===== src/rtl/core/rgpt_pkg.sv =====
`default_nettype none

package rgpt_pkg;

   localparam int MAX_CPUS_DEF      = 8;
   localparam int GEN_BITS_DEF      = 32;
   localparam int NEST_BITS_DEF     = 16;
   localparam int CFG_BITS          = 4;
   localparam int CMD_BITS          = 3;
   localparam int FAULT_BITS        = 2;
   localparam int ACTIVE_CPUS_RESET = 8;

   typedef enum logic [CMD_BITS-1:0] {
      CMD_READ_LOCK   = 3'd0,
      CMD_READ_UNLOCK = 3'd1,
      CMD_REGISTER_CB = 3'd2,
      CMD_TICK        = 3'd3,
      CMD_MIGRATE     = 3'd4,
      CMD_REQUEUE     = 3'd5
   } cmd_type;

   typedef enum logic [FAULT_BITS-1:0] {
      FAULT_OK        = 2'd0,
      FAULT_UNDERFLOW = 2'd1,
      FAULT_OVERFLOW  = 2'd2,
      FAULT_BAD_CPU   = 2'd3
   } fault_type;

endpackage

`default_nettype wire


===== src/rtl/core/rcu_grace_period_tracker.sv =====
// channel   direction  handshake                  payload
// req_      in         req_valid / req_stall      command, cpu, dst_cpu, task_nesting,
//                                                 requeue_generation
// rsp_      out        rsp_valid / rsp_stall      gp_generation, gp_ongoing,
//                                                 completed_generation, callback_generation,
//                                                 submit_callbacks, period_done, fault
// csr_      in         csr_valid / csr_ready      active_cpus
//
// One request per cycle while the output register is not held. A request is captured in the
// input register, evaluated against the tracker state in one pass and its response lands in
// the output register. rsp_stall holds the output register, and the input register then
// stalls req_. Synchronous reset: idle tracker, generation 0, active_cpus 8.
`default_nettype none

module rcu_grace_period_tracker #(
   parameter int  MAX_CPUS  = rgpt_pkg::MAX_CPUS_DEF,
   parameter int  GEN_BITS  = rgpt_pkg::GEN_BITS_DEF,
   parameter int  NEST_BITS = rgpt_pkg::NEST_BITS_DEF,
   localparam int CPU_W     = (MAX_CPUS > 1) ? $clog2(MAX_CPUS) : 1
) (
   input  wire                              clock,
   input  wire                              reset,

   input  wire                              req_valid,
   output logic                             req_stall,
   input  wire  [rgpt_pkg::CMD_BITS-1:0]    req_command,
   input  wire  [CPU_W-1:0]                 req_cpu,
   input  wire  [CPU_W-1:0]                 req_dst_cpu,
   input  wire  [NEST_BITS-1:0]             req_task_nesting,
   input  wire  [GEN_BITS-1:0]              req_requeue_generation,

   output logic                             rsp_valid,
   input  wire                              rsp_stall,
   output logic [GEN_BITS-1:0]              rsp_gp_generation,
   output logic                             rsp_gp_ongoing,
   output logic [GEN_BITS-1:0]              rsp_completed_generation,
   output logic [GEN_BITS-1:0]              rsp_callback_generation,
   output logic                             rsp_submit_callbacks,
   output logic                             rsp_period_done,
   output logic [rgpt_pkg::FAULT_BITS-1:0]  rsp_fault,

   input  wire                              csr_valid,
   output logic                             csr_ready,
   input  wire  [rgpt_pkg::CFG_BITS-1:0]    csr_active_cpus
);

   localparam int NW = ($clog2(MAX_CPUS + 1) > rgpt_pkg::CFG_BITS) ?
                       $clog2(MAX_CPUS + 1) : rgpt_pkg::CFG_BITS;

   // input register
   logic                          stage_valid_ff;
   logic [rgpt_pkg::CMD_BITS-1:0] cmd_ff;
   logic [CPU_W-1:0]              cpu_ff;
   logic [CPU_W-1:0]              dst_ff;
   logic [NEST_BITS-1:0]          nest_ff;
   logic [GEN_BITS-1:0]           requeue_ff;

   // tracker state
   logic [rgpt_pkg::CFG_BITS-1:0] active_cpus_ff;
   logic [GEN_BITS-1:0]           generation_ff,  generation_in;
   logic                          period_ff,      period_in;
   logic [GEN_BITS-1:0]           last_ff,        last_in;
   logic [MAX_CPUS-1:0]           mask_ff,        mask_in;
   logic                          owes_ff     [MAX_CPUS];
   logic                          owes_in     [MAX_CPUS];
   logic [NEST_BITS-1:0]          depth_ff    [MAX_CPUS];
   logic [NEST_BITS-1:0]          depth_in    [MAX_CPUS];
   logic                          hascb_ff    [MAX_CPUS];
   logic                          hascb_in    [MAX_CPUS];
   logic [GEN_BITS-1:0]           earliest_ff [MAX_CPUS];
   logic [GEN_BITS-1:0]           earliest_in [MAX_CPUS];

   // output register
   logic                          rsp_valid_ff;
   logic [GEN_BITS-1:0]           cb_gen_ff,  cb_gen_in;
   logic                          submit_ff,  submit_in;
   logic                          done_ff,    done_in;
   logic [rgpt_pkg::FAULT_BITS-1:0] fault_ff;
   rgpt_pkg::fault_type           fault_in;

   logic                          advance;
   logic                          accept;
   logic [NW-1:0]                 cpus_raw;
   logic [NW-1:0]                 n_cpus;
   logic [MAX_CPUS-1:0]           abits;
   logic                          bad_cpu;
   logic                          ow;
   logic                          hc;
   logic [NEST_BITS-1:0]          dp_c;
   logic [NEST_BITS-1:0]          dp_d;
   logic [GEN_BITS-1:0]           eg;
   logic [NEST_BITS:0]            nest_sum;

   assign advance   = stage_valid_ff && (!rsp_valid_ff || !rsp_stall);
   assign req_stall = stage_valid_ff && !advance;
   assign accept    = req_valid && !req_stall;
   assign csr_ready = 1'b1;

   assign cpus_raw = NW'(active_cpus_ff);

   always_comb begin
      priority if (cpus_raw == '0) begin
         n_cpus = NW'(1);
      end else if (cpus_raw > NW'(MAX_CPUS)) begin
         n_cpus = NW'(MAX_CPUS);
      end else begin
         n_cpus = cpus_raw;
      end
   end

   always_comb begin
      for (int i = 0; i < MAX_CPUS; i++) begin
         abits[i] = (NW'(i) < n_cpus);
      end
   end

   assign bad_cpu = (cmd_ff <= rgpt_pkg::CMD_REQUEUE) &&
                    ((NW'(cpu_ff) >= n_cpus) ||
                     ((cmd_ff == rgpt_pkg::CMD_MIGRATE) && (NW'(dst_ff) >= n_cpus)));

   always_comb begin
      generation_in = generation_ff;
      period_in     = period_ff;
      last_in       = last_ff;
      mask_in       = mask_ff;
      owes_in       = owes_ff;
      depth_in      = depth_ff;
      hascb_in      = hascb_ff;
      earliest_in   = earliest_ff;
      cb_gen_in     = '0;
      submit_in     = 1'b0;
      done_in       = 1'b0;
      fault_in      = rgpt_pkg::FAULT_OK;
      ow            = 1'b0;
      hc            = 1'b0;
      dp_c          = '0;
      dp_d          = '0;
      eg            = '0;
      nest_sum      = '0;

      if (bad_cpu) begin
         fault_in = rgpt_pkg::FAULT_BAD_CPU;
      end else begin
         unique case (cmd_ff)
            rgpt_pkg::CMD_READ_LOCK: begin
               dp_c = depth_ff[cpu_ff];
               if (dp_c == '1) begin
                  fault_in = rgpt_pkg::FAULT_OVERFLOW;
               end else begin
                  depth_in[cpu_ff] = dp_c + NEST_BITS'(1);
                  if (dp_c == '0 && period_ff && !owes_ff[cpu_ff]) begin
                     owes_in[cpu_ff] = 1'b1;
                     mask_in[cpu_ff] = 1'b1;
                  end
               end
            end
            rgpt_pkg::CMD_READ_UNLOCK: begin
               dp_c = depth_ff[cpu_ff];
               if (dp_c == '0) begin
                  fault_in = rgpt_pkg::FAULT_UNDERFLOW;
               end else begin
                  depth_in[cpu_ff] = dp_c - NEST_BITS'(1);
               end
            end
            rgpt_pkg::CMD_REGISTER_CB: begin
               dp_c      = depth_ff[cpu_ff];
               ow        = owes_ff[cpu_ff];
               cb_gen_in = period_ff ? generation_ff : generation_ff + GEN_BITS'(1);
               if (cb_gen_in < earliest_ff[cpu_ff]) begin
                  earliest_in[cpu_ff] = cb_gen_in;
               end
               hascb_in[cpu_ff] = 1'b1;
               if (!period_ff) begin
                  generation_in = generation_ff + GEN_BITS'(1);
                  period_in     = 1'b1;
                  mask_in       = abits;
                  if (!ow) begin
                     ow = 1'b1;
                     if (dp_c == '0) begin
                        mask_in[cpu_ff] = 1'b0;
                        ow              = 1'b0;
                        if ((mask_in & abits) == '0) begin
                           last_in       = generation_in;
                           generation_in = generation_in + GEN_BITS'(1);
                           period_in     = 1'b0;
                           done_in       = 1'b1;
                        end
                     end
                  end
                  owes_in[cpu_ff] = ow;
               end
            end
            rgpt_pkg::CMD_TICK: begin
               dp_c = depth_ff[cpu_ff];
               ow   = owes_ff[cpu_ff];
               hc   = hascb_ff[cpu_ff];
               eg   = earliest_ff[cpu_ff];
               // quiescent report
               if (ow && dp_c == '0) begin
                  mask_in[cpu_ff] = 1'b0;
                  ow              = 1'b0;
                  if ((mask_in & abits) == '0 && period_in) begin
                     last_in       = generation_in;
                     generation_in = generation_in + GEN_BITS'(1);
                     period_in     = 1'b0;
                     done_in       = 1'b1;
                  end
               end
               // hand out due callbacks
               if (hc && eg <= last_in) begin
                  hc        = 1'b0;
                  eg        = '1;
                  submit_in = 1'b1;
               end
               if (period_in && !ow) begin
                  ow = 1'b1;
                  if (dp_c == '0) begin
                     mask_in[cpu_ff] = 1'b0;
                     ow              = 1'b0;
                     if ((mask_in & abits) == '0) begin
                        last_in       = generation_in;
                        generation_in = generation_in + GEN_BITS'(1);
                        period_in     = 1'b0;
                        done_in       = 1'b1;
                     end
                  end
               end
               // start a new period for callbacks still held
               if (!period_in && hc) begin
                  generation_in = generation_in + GEN_BITS'(1);
                  period_in     = 1'b1;
                  mask_in       = abits;
                  if (!ow) begin
                     ow = 1'b1;
                     if (dp_c == '0) begin
                        mask_in[cpu_ff] = 1'b0;
                        ow              = 1'b0;
                        if ((mask_in & abits) == '0) begin
                           last_in       = generation_in;
                           generation_in = generation_in + GEN_BITS'(1);
                           period_in     = 1'b0;
                           done_in       = 1'b1;
                        end
                     end
                  end
               end
               owes_in[cpu_ff]     = ow;
               hascb_in[cpu_ff]    = hc;
               earliest_in[cpu_ff] = eg;
            end
            rgpt_pkg::CMD_MIGRATE: begin
               dp_c     = depth_ff[cpu_ff];
               dp_d     = depth_ff[dst_ff];
               nest_sum = (NEST_BITS + 1)'(dp_d) + (NEST_BITS + 1)'(nest_ff);
               if (nest_ff != '0) begin
                  priority if (dp_c < nest_ff) begin
                     fault_in = rgpt_pkg::FAULT_UNDERFLOW;
                  end else if (cpu_ff != dst_ff && nest_sum[NEST_BITS]) begin
                     fault_in = rgpt_pkg::FAULT_OVERFLOW;
                  end else begin
                     if (dp_d == '0) begin
                        owes_in[dst_ff] = 1'b1;
                        mask_in[dst_ff] = 1'b1;
                     end
                     if (cpu_ff != dst_ff) begin
                        depth_in[dst_ff] = nest_sum[NEST_BITS-1:0];
                        depth_in[cpu_ff] = dp_c - nest_ff;
                     end
                  end
               end
            end
            rgpt_pkg::CMD_REQUEUE: begin
               if (requeue_ff < earliest_ff[cpu_ff]) begin
                  earliest_in[cpu_ff] = requeue_ff;
               end
               hascb_in[cpu_ff] = 1'b1;
            end
            default: begin
            end
         endcase
      end
   end

   always_ff @(posedge clock) begin
      if (reset) begin
         stage_valid_ff <= 1'b0;
      end else if (accept) begin
         stage_valid_ff <= 1'b1;
      end else if (advance) begin
         stage_valid_ff <= 1'b0;
      end
   end

   always_ff @(posedge clock) begin
      if (accept) begin
         cmd_ff     <= req_command;
         cpu_ff     <= req_cpu;
         dst_ff     <= req_dst_cpu;
         nest_ff    <= req_task_nesting;
         requeue_ff <= req_requeue_generation;
      end
   end

   always_ff @(posedge clock) begin
      if (reset) begin
         active_cpus_ff <= rgpt_pkg::CFG_BITS'(rgpt_pkg::ACTIVE_CPUS_RESET);
      end else if (csr_valid && csr_ready) begin
         active_cpus_ff <= csr_active_cpus;
      end
   end

   always_ff @(posedge clock) begin
      if (reset) begin
         generation_ff <= '0;
         period_ff     <= 1'b0;
         last_ff       <= '0;
         mask_ff       <= '0;
         for (int i = 0; i < MAX_CPUS; i++) begin
            owes_ff[i]     <= 1'b0;
            depth_ff[i]    <= '0;
            hascb_ff[i]    <= 1'b0;
            earliest_ff[i] <= '1;
         end
      end else if (advance) begin
         generation_ff <= generation_in;
         period_ff     <= period_in;
         last_ff       <= last_in;
         mask_ff       <= mask_in;
         owes_ff       <= owes_in;
         depth_ff      <= depth_in;
         hascb_ff      <= hascb_in;
         earliest_ff   <= earliest_in;
      end
   end

   always_ff @(posedge clock) begin
      if (reset) begin
         rsp_valid_ff <= 1'b0;
      end else begin
         rsp_valid_ff <= advance || (rsp_valid_ff && rsp_stall);
      end
   end

   always_ff @(posedge clock) begin
      if (advance) begin
         cb_gen_ff <= cb_gen_in;
         submit_ff <= submit_in;
         done_ff   <= done_in;
         fault_ff  <= fault_in;
      end
   end

   assign rsp_valid                = rsp_valid_ff;
   assign rsp_gp_generation        = generation_ff;
   assign rsp_gp_ongoing           = period_ff;
   assign rsp_completed_generation = last_ff;
   assign rsp_callback_generation  = cb_gen_ff;
   assign rsp_submit_callbacks     = submit_ff;
   assign rsp_period_done          = done_ff;
   assign rsp_fault                = fault_ff;

   // a rejected request leaves the tracker untouched
   a_fault_no_change: assert property (@(posedge clock) disable iff (reset)
      (advance && fault_in != rgpt_pkg::FAULT_OK) |=>
         (generation_ff == $past(generation_ff) && period_ff == $past(period_ff) &&
          mask_ff == $past(mask_ff)))
      else $error("state changed on a faulted request");

   // completed generation moves only when a period ends
   a_last_moves_on_done: assert property (@(posedge clock) disable iff (reset)
      (advance && !done_in) |=> (last_ff == $past(last_ff)))
      else $error("completed generation moved without period end");

   // after a completion the generation sits one past it, two if a new period opened
   a_done_generation: assert property (@(posedge clock) disable iff (reset)
      (rsp_valid && rsp_period_done) |->
         ((!rsp_gp_ongoing && rsp_gp_generation == rsp_completed_generation + GEN_BITS'(1)) ||
          (rsp_gp_ongoing && rsp_gp_generation == rsp_completed_generation + GEN_BITS'(2))))
      else $error("generation inconsistent with completed period");

   // held response keeps the tracker state frozen
   a_hold_freezes_state: assert property (@(posedge clock) disable iff (reset)
      (rsp_valid && rsp_stall) |=> (generation_ff == $past(generation_ff) &&
                                    last_ff == $past(last_ff)))
      else $error("tracker state moved under a held response");

endmodule

`default_nettype wire


===== config.mk =====
export PLATFORM = sky130hd
export DESIGN_NAME = rcu_grace_period_tracker
export DESIGN_NICKNAME = d
export VERILOG_FILES = /design/src/rtl/core/rgpt_pkg.sv /design/src/rtl/core/rcu_grace_period_tracker.sv
export SDC_FILE = /design/constraint.sdc
export NUM_CORES = 2
export LEC_CHECK = 0
export BUFFER_PORTS_ARGS = -buffer_cell sky130_fd_sc_hd__buf_2
export CAP_MARGIN = 10
export CORE_ASPECT_RATIO = 1.25
export CORE_UTILIZATION = 25
export DETAILED_ROUTE_END_ITERATION = 8
export GPL_ROUTABILITY_DRIVEN = 0
export GPL_TIMING_DRIVEN = 0
export PLACE_DENSITY_LB_ADDON = 0.1
export SYNTH_ARGS = -nofsm -noshare
export SYNTH_HDL_FRONTEND = slang
export SYNTH_SLANG_ARGS = --single-unit

===== constraint.sdc =====
create_clock -name clock -period 12.1 [get_ports clock]
set_clock_uncertainty 0.2 [all_clocks]
set_input_delay 1.815 -clock clock [delete_from_list [all_inputs] [get_ports clock]]
set_output_delay 1.815 -clock clock [all_outputs]
set_load 0.1 [all_outputs]

# After elaboration in Yosys (flattened, before gate mapping)
# Index checks and enable logic that the tools add are counted.
# W data, S select, Z words.
[totals] regBits=572 input_bits=66 output_inout_bits=104 word_cells=343
[classes] n_addsub=9 magnitude_cmp=24 eq_ne=21 muxes=172 bitwise_logic=17 reduce_logical=52
[ops] cell="$mux W32" n=39
[ops] cell="$bwmux W256" n=3
[ops] cell="$mux W128" n=6
[ops] cell="$pmux W256 S3" n=1
[ops] cell="$bwmux W128" n=4
[ops] cell="$mux W256" n=2
[ops] cell="$pmux W128 S3" n=1
[ops] cell="$mux W8" n=23
[ops] cell="$add A32 B1 Y32 const B" n=5
[ops] cell="$pmux W32 S2" n=2
[ops] cell="$bmux W16 S3" n=2
[ops] cell="$bmux W32 S3" n=1
[ops] cell="$demux W16 S3" n=2
[ops] cell="$demux W32 S3" n=1
[ops] cell="$mux W16" n=6
[ops] cell="$lt A32 B32 Y1" n=2
[ops] cell="$pmux W8 S4" n=2
[ops] cell="$mux W1" n=58
[ops] cell="$and A8 B8 Y8" n=6
[ops] cell="$or A8 B8 Y8" n=5
[ops] cell="$le A32 B32 Y1" n=1
[ops] cell="$logic_not A16 Y1" n=2
[ops] cell="$bwmux W8" n=3
[ops] cell="$logic_not A8 Y1" n=3
[ops] cell="48 further kinds" n=115

# Logic depth before layout (Yosys ltp)
[logic_depth] word_depth=26 mapped_depth=42 depth_no_buf=29

# Worst setup path after synthesis
# OpenSTA, ideal clock, no wires.
[synth_timing] path_kind="register -> register" from="reg cpu_ff[2]" to="reg generation_ff[30], in the netlist rsp_gp_generation[30]" arrival_ns=8.638 required_time_ns=11.769 setup_slack_ns=3.131 path_stages_with_launch=36 n_path_buf=11 cell_sequence="edfxtp_1 buf_6 buf_6 buf_2 buf_2 buf_1 buf_1 clkbuf_1 nor2_1 a221oi_1 and3_1 ha_1 o21ai_0 nor2_1 nand4bb_1 buf_2 buf_6 buf_6 nor3_1 clkbuf_1 xnor2_1 ha_1 inv_1 nor3_1 nand3_1 a2111o_1 xnor3_1 or3_1 nor4_2 nand3_1 nor4_1 o2111ai_1 or4_4 o31ai_2 o31a_1 o31ai_1"
[synth_between] elab_chain_cells=26 elab_cells_between_ends=89
[synth_rtl] item="start, declared" line_no="rcu_grace_period_tracker.sv:53" source="logic [CPU_W-1:0] cpu_ff;"
[synth_rtl] item="start signal, assigned" line_no="rcu_grace_period_tracker.sv:297" source="cpu_ff <= req_cpu;"
[synth_rtl] item="$lt A3 B4 Y1 (not written as such) or $ge A3 B1 Y1 (tied branches)"
[synth_rtl] item="$logic_and A1 B1 Y1 (not written as such)"
[synth_rtl] item="$mux W1 (not written as such)"
[synth_rtl] item="$demux W1 S3"
[synth_rtl] item="$not A8 Y8 (no line)"
[synth_rtl] item="$and A8 B8 Y8 (no line)"
[synth_rtl] item="$and A8 B8 Y8" line_no="rcu_grace_period_tracker.sv:202" source="if ((mask_in & abits) == '0 && period_in) begin"
[synth_rtl] item="$logic_not A8 Y1" line_no="rcu_grace_period_tracker.sv:202"
[synth_rtl] item="[10 not listed]"
[synth_rtl] item="$mux W32" line_no="rcu_grace_period_tracker.sv:141" source="if (bad_cpu) begin"
[synth_rtl] item="$add A32 B1 Y32" line_no="rcu_grace_period_tracker.sv:230" source="generation_in = generation_in + GEN_BITS'(1);"
[synth_rtl] item="$add A32 B1 Y32" line_no="rcu_grace_period_tracker.sv:240" source="generation_in = generation_in + GEN_BITS'(1);"
[synth_rtl] item="$mux W32" line_no="rcu_grace_period_tracker.sv:238" source="if ((mask_in & abits) == '0) begin"
[synth_rtl] item="$mux W32" line_no="rcu_grace_period_tracker.sv:235" source="if (dp_c == '0) begin"
[synth_rtl] item="$mux W32" line_no="rcu_grace_period_tracker.sv:233" source="if (!ow) begin"
[synth_rtl] item="$mux W32" line_no="rcu_grace_period_tracker.sv:229" source="if (!period_in && hc) begin"
[synth_rtl] item="$pmux W32 S2" line_no="rcu_grace_period_tracker.sv:144" source="unique case (cmd_ff)"
[synth_rtl] item="end signal, assigned" line_no="rcu_grace_period_tracker.sv:325" source="generation_ff <= generation_in;"
[synth_rtl] item="end, declared" line_no="rcu_grace_period_tracker.sv:60" source="logic [GEN_BITS-1:0] generation_ff, generation_in;"
# Several ways; a longest one is shown, not always the timed one. The select of a mux whose other input is x is not followed.
# A chain may end at the register's enable or synchronous reset.

# Worst setup path in the final report
[layout_timing] from="reg cpu_ff[0]" to="reg generation_ff[30], in the netlist rsp_gp_generation[30]"
# The elaborated chain is that of the path after synthesis.

==> qor.yml <==
worst_setup_path:
  path_class: "register to register"
  end_kind: "register"
  crit_fanout: 10
  cp.required_ps: 12430
  slowest_stage: "nor2_1"
  max_stage_delay_ps: 820
  cp.arrival_ps: 12290
  r2r-start: "cpu_ff[0]"
  crit_path_start: "cpu_ff[0]"
  start_kind: "register"
global_routing:
  track_usage_pct: 30.3
  grt_max_degree: 30
  grt_pass1_vias: 41300
  gr-total-overflow: 0
  grt_antenna_before_repair: 4
  grt_pass1_wl_um: 329000
placement:
  port-buffer-count: 166
  dp_cells: 7197
  placed_area_mm2: 0.0422
  hpwlAfterDp_um: 185000
floorplan:
  core_area_mm2: 0.152
  start_util_pct: 25.2
  die_w_um: 352
  die_y_um: 439
  io_pins: 170
  die_area_mm2: 0.154
  fp-row-count: 160
logic_synthesis:
  synth_commonest_cells: "588 x nor2_1, 479 x dfxtp_1, 450 x a21oi_1, 425 x nand2_1, 420 x o21ai_0"
  avgSynthCellArea_um2: 7.70
  synth_edf_count: 93
  yosysSeqAreaShare_pct: 32.4
  netlist_instances: 4965
  synth_ff_type: "dfxtp_1"
  synth_top_area_cell: "dfxtp_1"
  yosys-top-cells-area: "dfxtp_1 25%, edfxtp_1 7.3%, a21oi_1 5.9%"
  synthArstFlopShare_pct: 0
  syn-cell-area_mm2: 0.0382
  yosysTopAreaCellShare_pct: 25.1
  ys_ff_latch: 572
  yosysWarnings: 0
  synth.most_common_cell: "nor2_1"
  synth_nets: 5174
  synth_cell_types: 100
status:
  outcome: "completed"
hold_path:
  hp-class: "register to register"
  hp-start: "earliest_ff[97]"
sta:
  period_needed_ps: 11950
  max_slew_margin_pct: 1.75
  slew_viol_final: 0
  fin_crit_sh_pct: 98.8
  fmax_ghz: 0.0836
  worst_slew_pin_slew_ps: 1470
  final_hold_viol_count: 0
  rsz0062_at_grt: "no"
  setup_viol: 0
cts:
  cts-root-buf: "clkbuf_16"
  clkTransAtPathRegs_ps: 70
  clockBufferDepth: 3
  htree_levels: 3
  worstSkewPairLatency_ps: 720
  cts_tree: "built"
  cts.sinks: 572
  cts_made_buffers: 71
pwr:
  ir_drop_mv: 0.102
  p_per_area_mw_per_mm2: 113
  totalPowerFinal_mw: 5.06
  p_leak_nw: 15.4
drt:
  vias: 43400
  drt-pass1-iter-count: 6
  drtIter0Drc: 5146
  antenna_left: 0
  drc_errors: 0
  vias_per_cell: 5.92
  wl_per_cell_um: 32.9
  drt_wl_total_um: 241000
cells_and_area:
  drive_gt1_share_pct: 9.42
  area_growth_pct: 16.8
  nets: 5454
  stdcell_count: 7327
  stdcell_area_mm2: 0.0447
  final_util_pct: 29.4
run:
  cap_violations: 0
## state kept, by name, indices dropped and copies added, names as in the netlist, 4 cells and up
| name | cells |
|---|---|
| hascb_ff | 8 |
| earliest_ff | 256 |
| owes_ff | 8 |
| rsp_gp_generation | 32 |
| nest_ff | 16 |
| rsp_completed_generation | 32 |
| requeue_ff | 32 |
| rsp_callback_generation | 32 |
| active_cpus_ff | 4 |
| depth_ff | 128 |
| mask_ff | 8 |
## layout make-up
| type | instances | area [µm²] |
|---|---|---|
| fillers | 16600 | 107000 |
| multi-input cells | 3860 | 24000 |
| flip-flops and latches | 572 | 12400 |
| well taps | 2025 | 2530 |
| clock buffers | 100 | 2020 |
| plain buffers | 401 | 1610 |
| repair buffers | 210 | 1240 |
| inverters | 129 | 484 |
| clock inverters | 27 | 335 |
| diodes | 3 | 7.51 |
## critical path, delay by kind of cell, from the launching register on
family	cells	cell delay (ps)
xor+xnor	2	740
buf+inv	10	2960
fa+ha+maj	2	700
simple gates	13	4720
compound gates	7	1900
flops	1	500
## per-stage QoR
stage	hold slack [ps]	TNS, ps	worst slack, ps
after floorplan	244	0	3130
after global routing	298	0	37.5
after detailed placement	269	-417930	-2760
final	283	0	145
after global placement	263	-699850	-3690
after CTS	283	0	148
## kinds of logic after synthesis
logic type | synth area share (%)
xor gates and xnor gates | 4.97
AOI/OAI and AO/OA | 28.0
and+or+nand+nor | 20.6
other | 0.00981
muxes | 3.87
DFF | 32.4
adders and majority gates | 4.72
buffers and inverters | 5.45
## metal layers
metal | vias up | share of wire (%) | global-route usage [%]
li1 | 18900 | - | -
met1 | 21300 | 38 | 35.1
met2 | 2441 | 46 | 49.5
met3 | 771 | 6.8 | 4.42
met4 | 2 | 9.5 | 24.6
met5 | - | 0.0095 | 0
## timing repair
item / in CTS / in global routing
resized for setup: 23 / 13
buffers inserted: 0 / 0
hold buffers: 0 / 0
setup endpoints to repair: 347 / 123
## final timing paths
path / to / slack [ps] / cells past startpoint
max: rsp_gp_generation[30] / 150 / 34
min: earliest_ff[97] / 280 / 1
max reg2reg: rsp_gp_generation[30] / 150 / 34
min reg2reg: earliest_ff[97] / 280 / 1
## where the power goes
group | switching (mW) | internal (mW)
registers | 0.0412 | 1.98
clock network | 0.999 | 1.25
logic | 0.620 | 0.178
## cell usage in the layout (no fill, tap or decap), types with 123 or more instances in the layout
master and count:
a21oi_1 448, a22oi_1 169, buf_2 187, clkbuf_1 354, dfxtp_1 479, ha_1 141
inv_1 123, nand2_1 425, nor2_1 582, nor3_1 225, o21ai_0 420, o22ai_1 178
xnor2_1 126
Note: power is estimated with default switching activity, not from simulation.
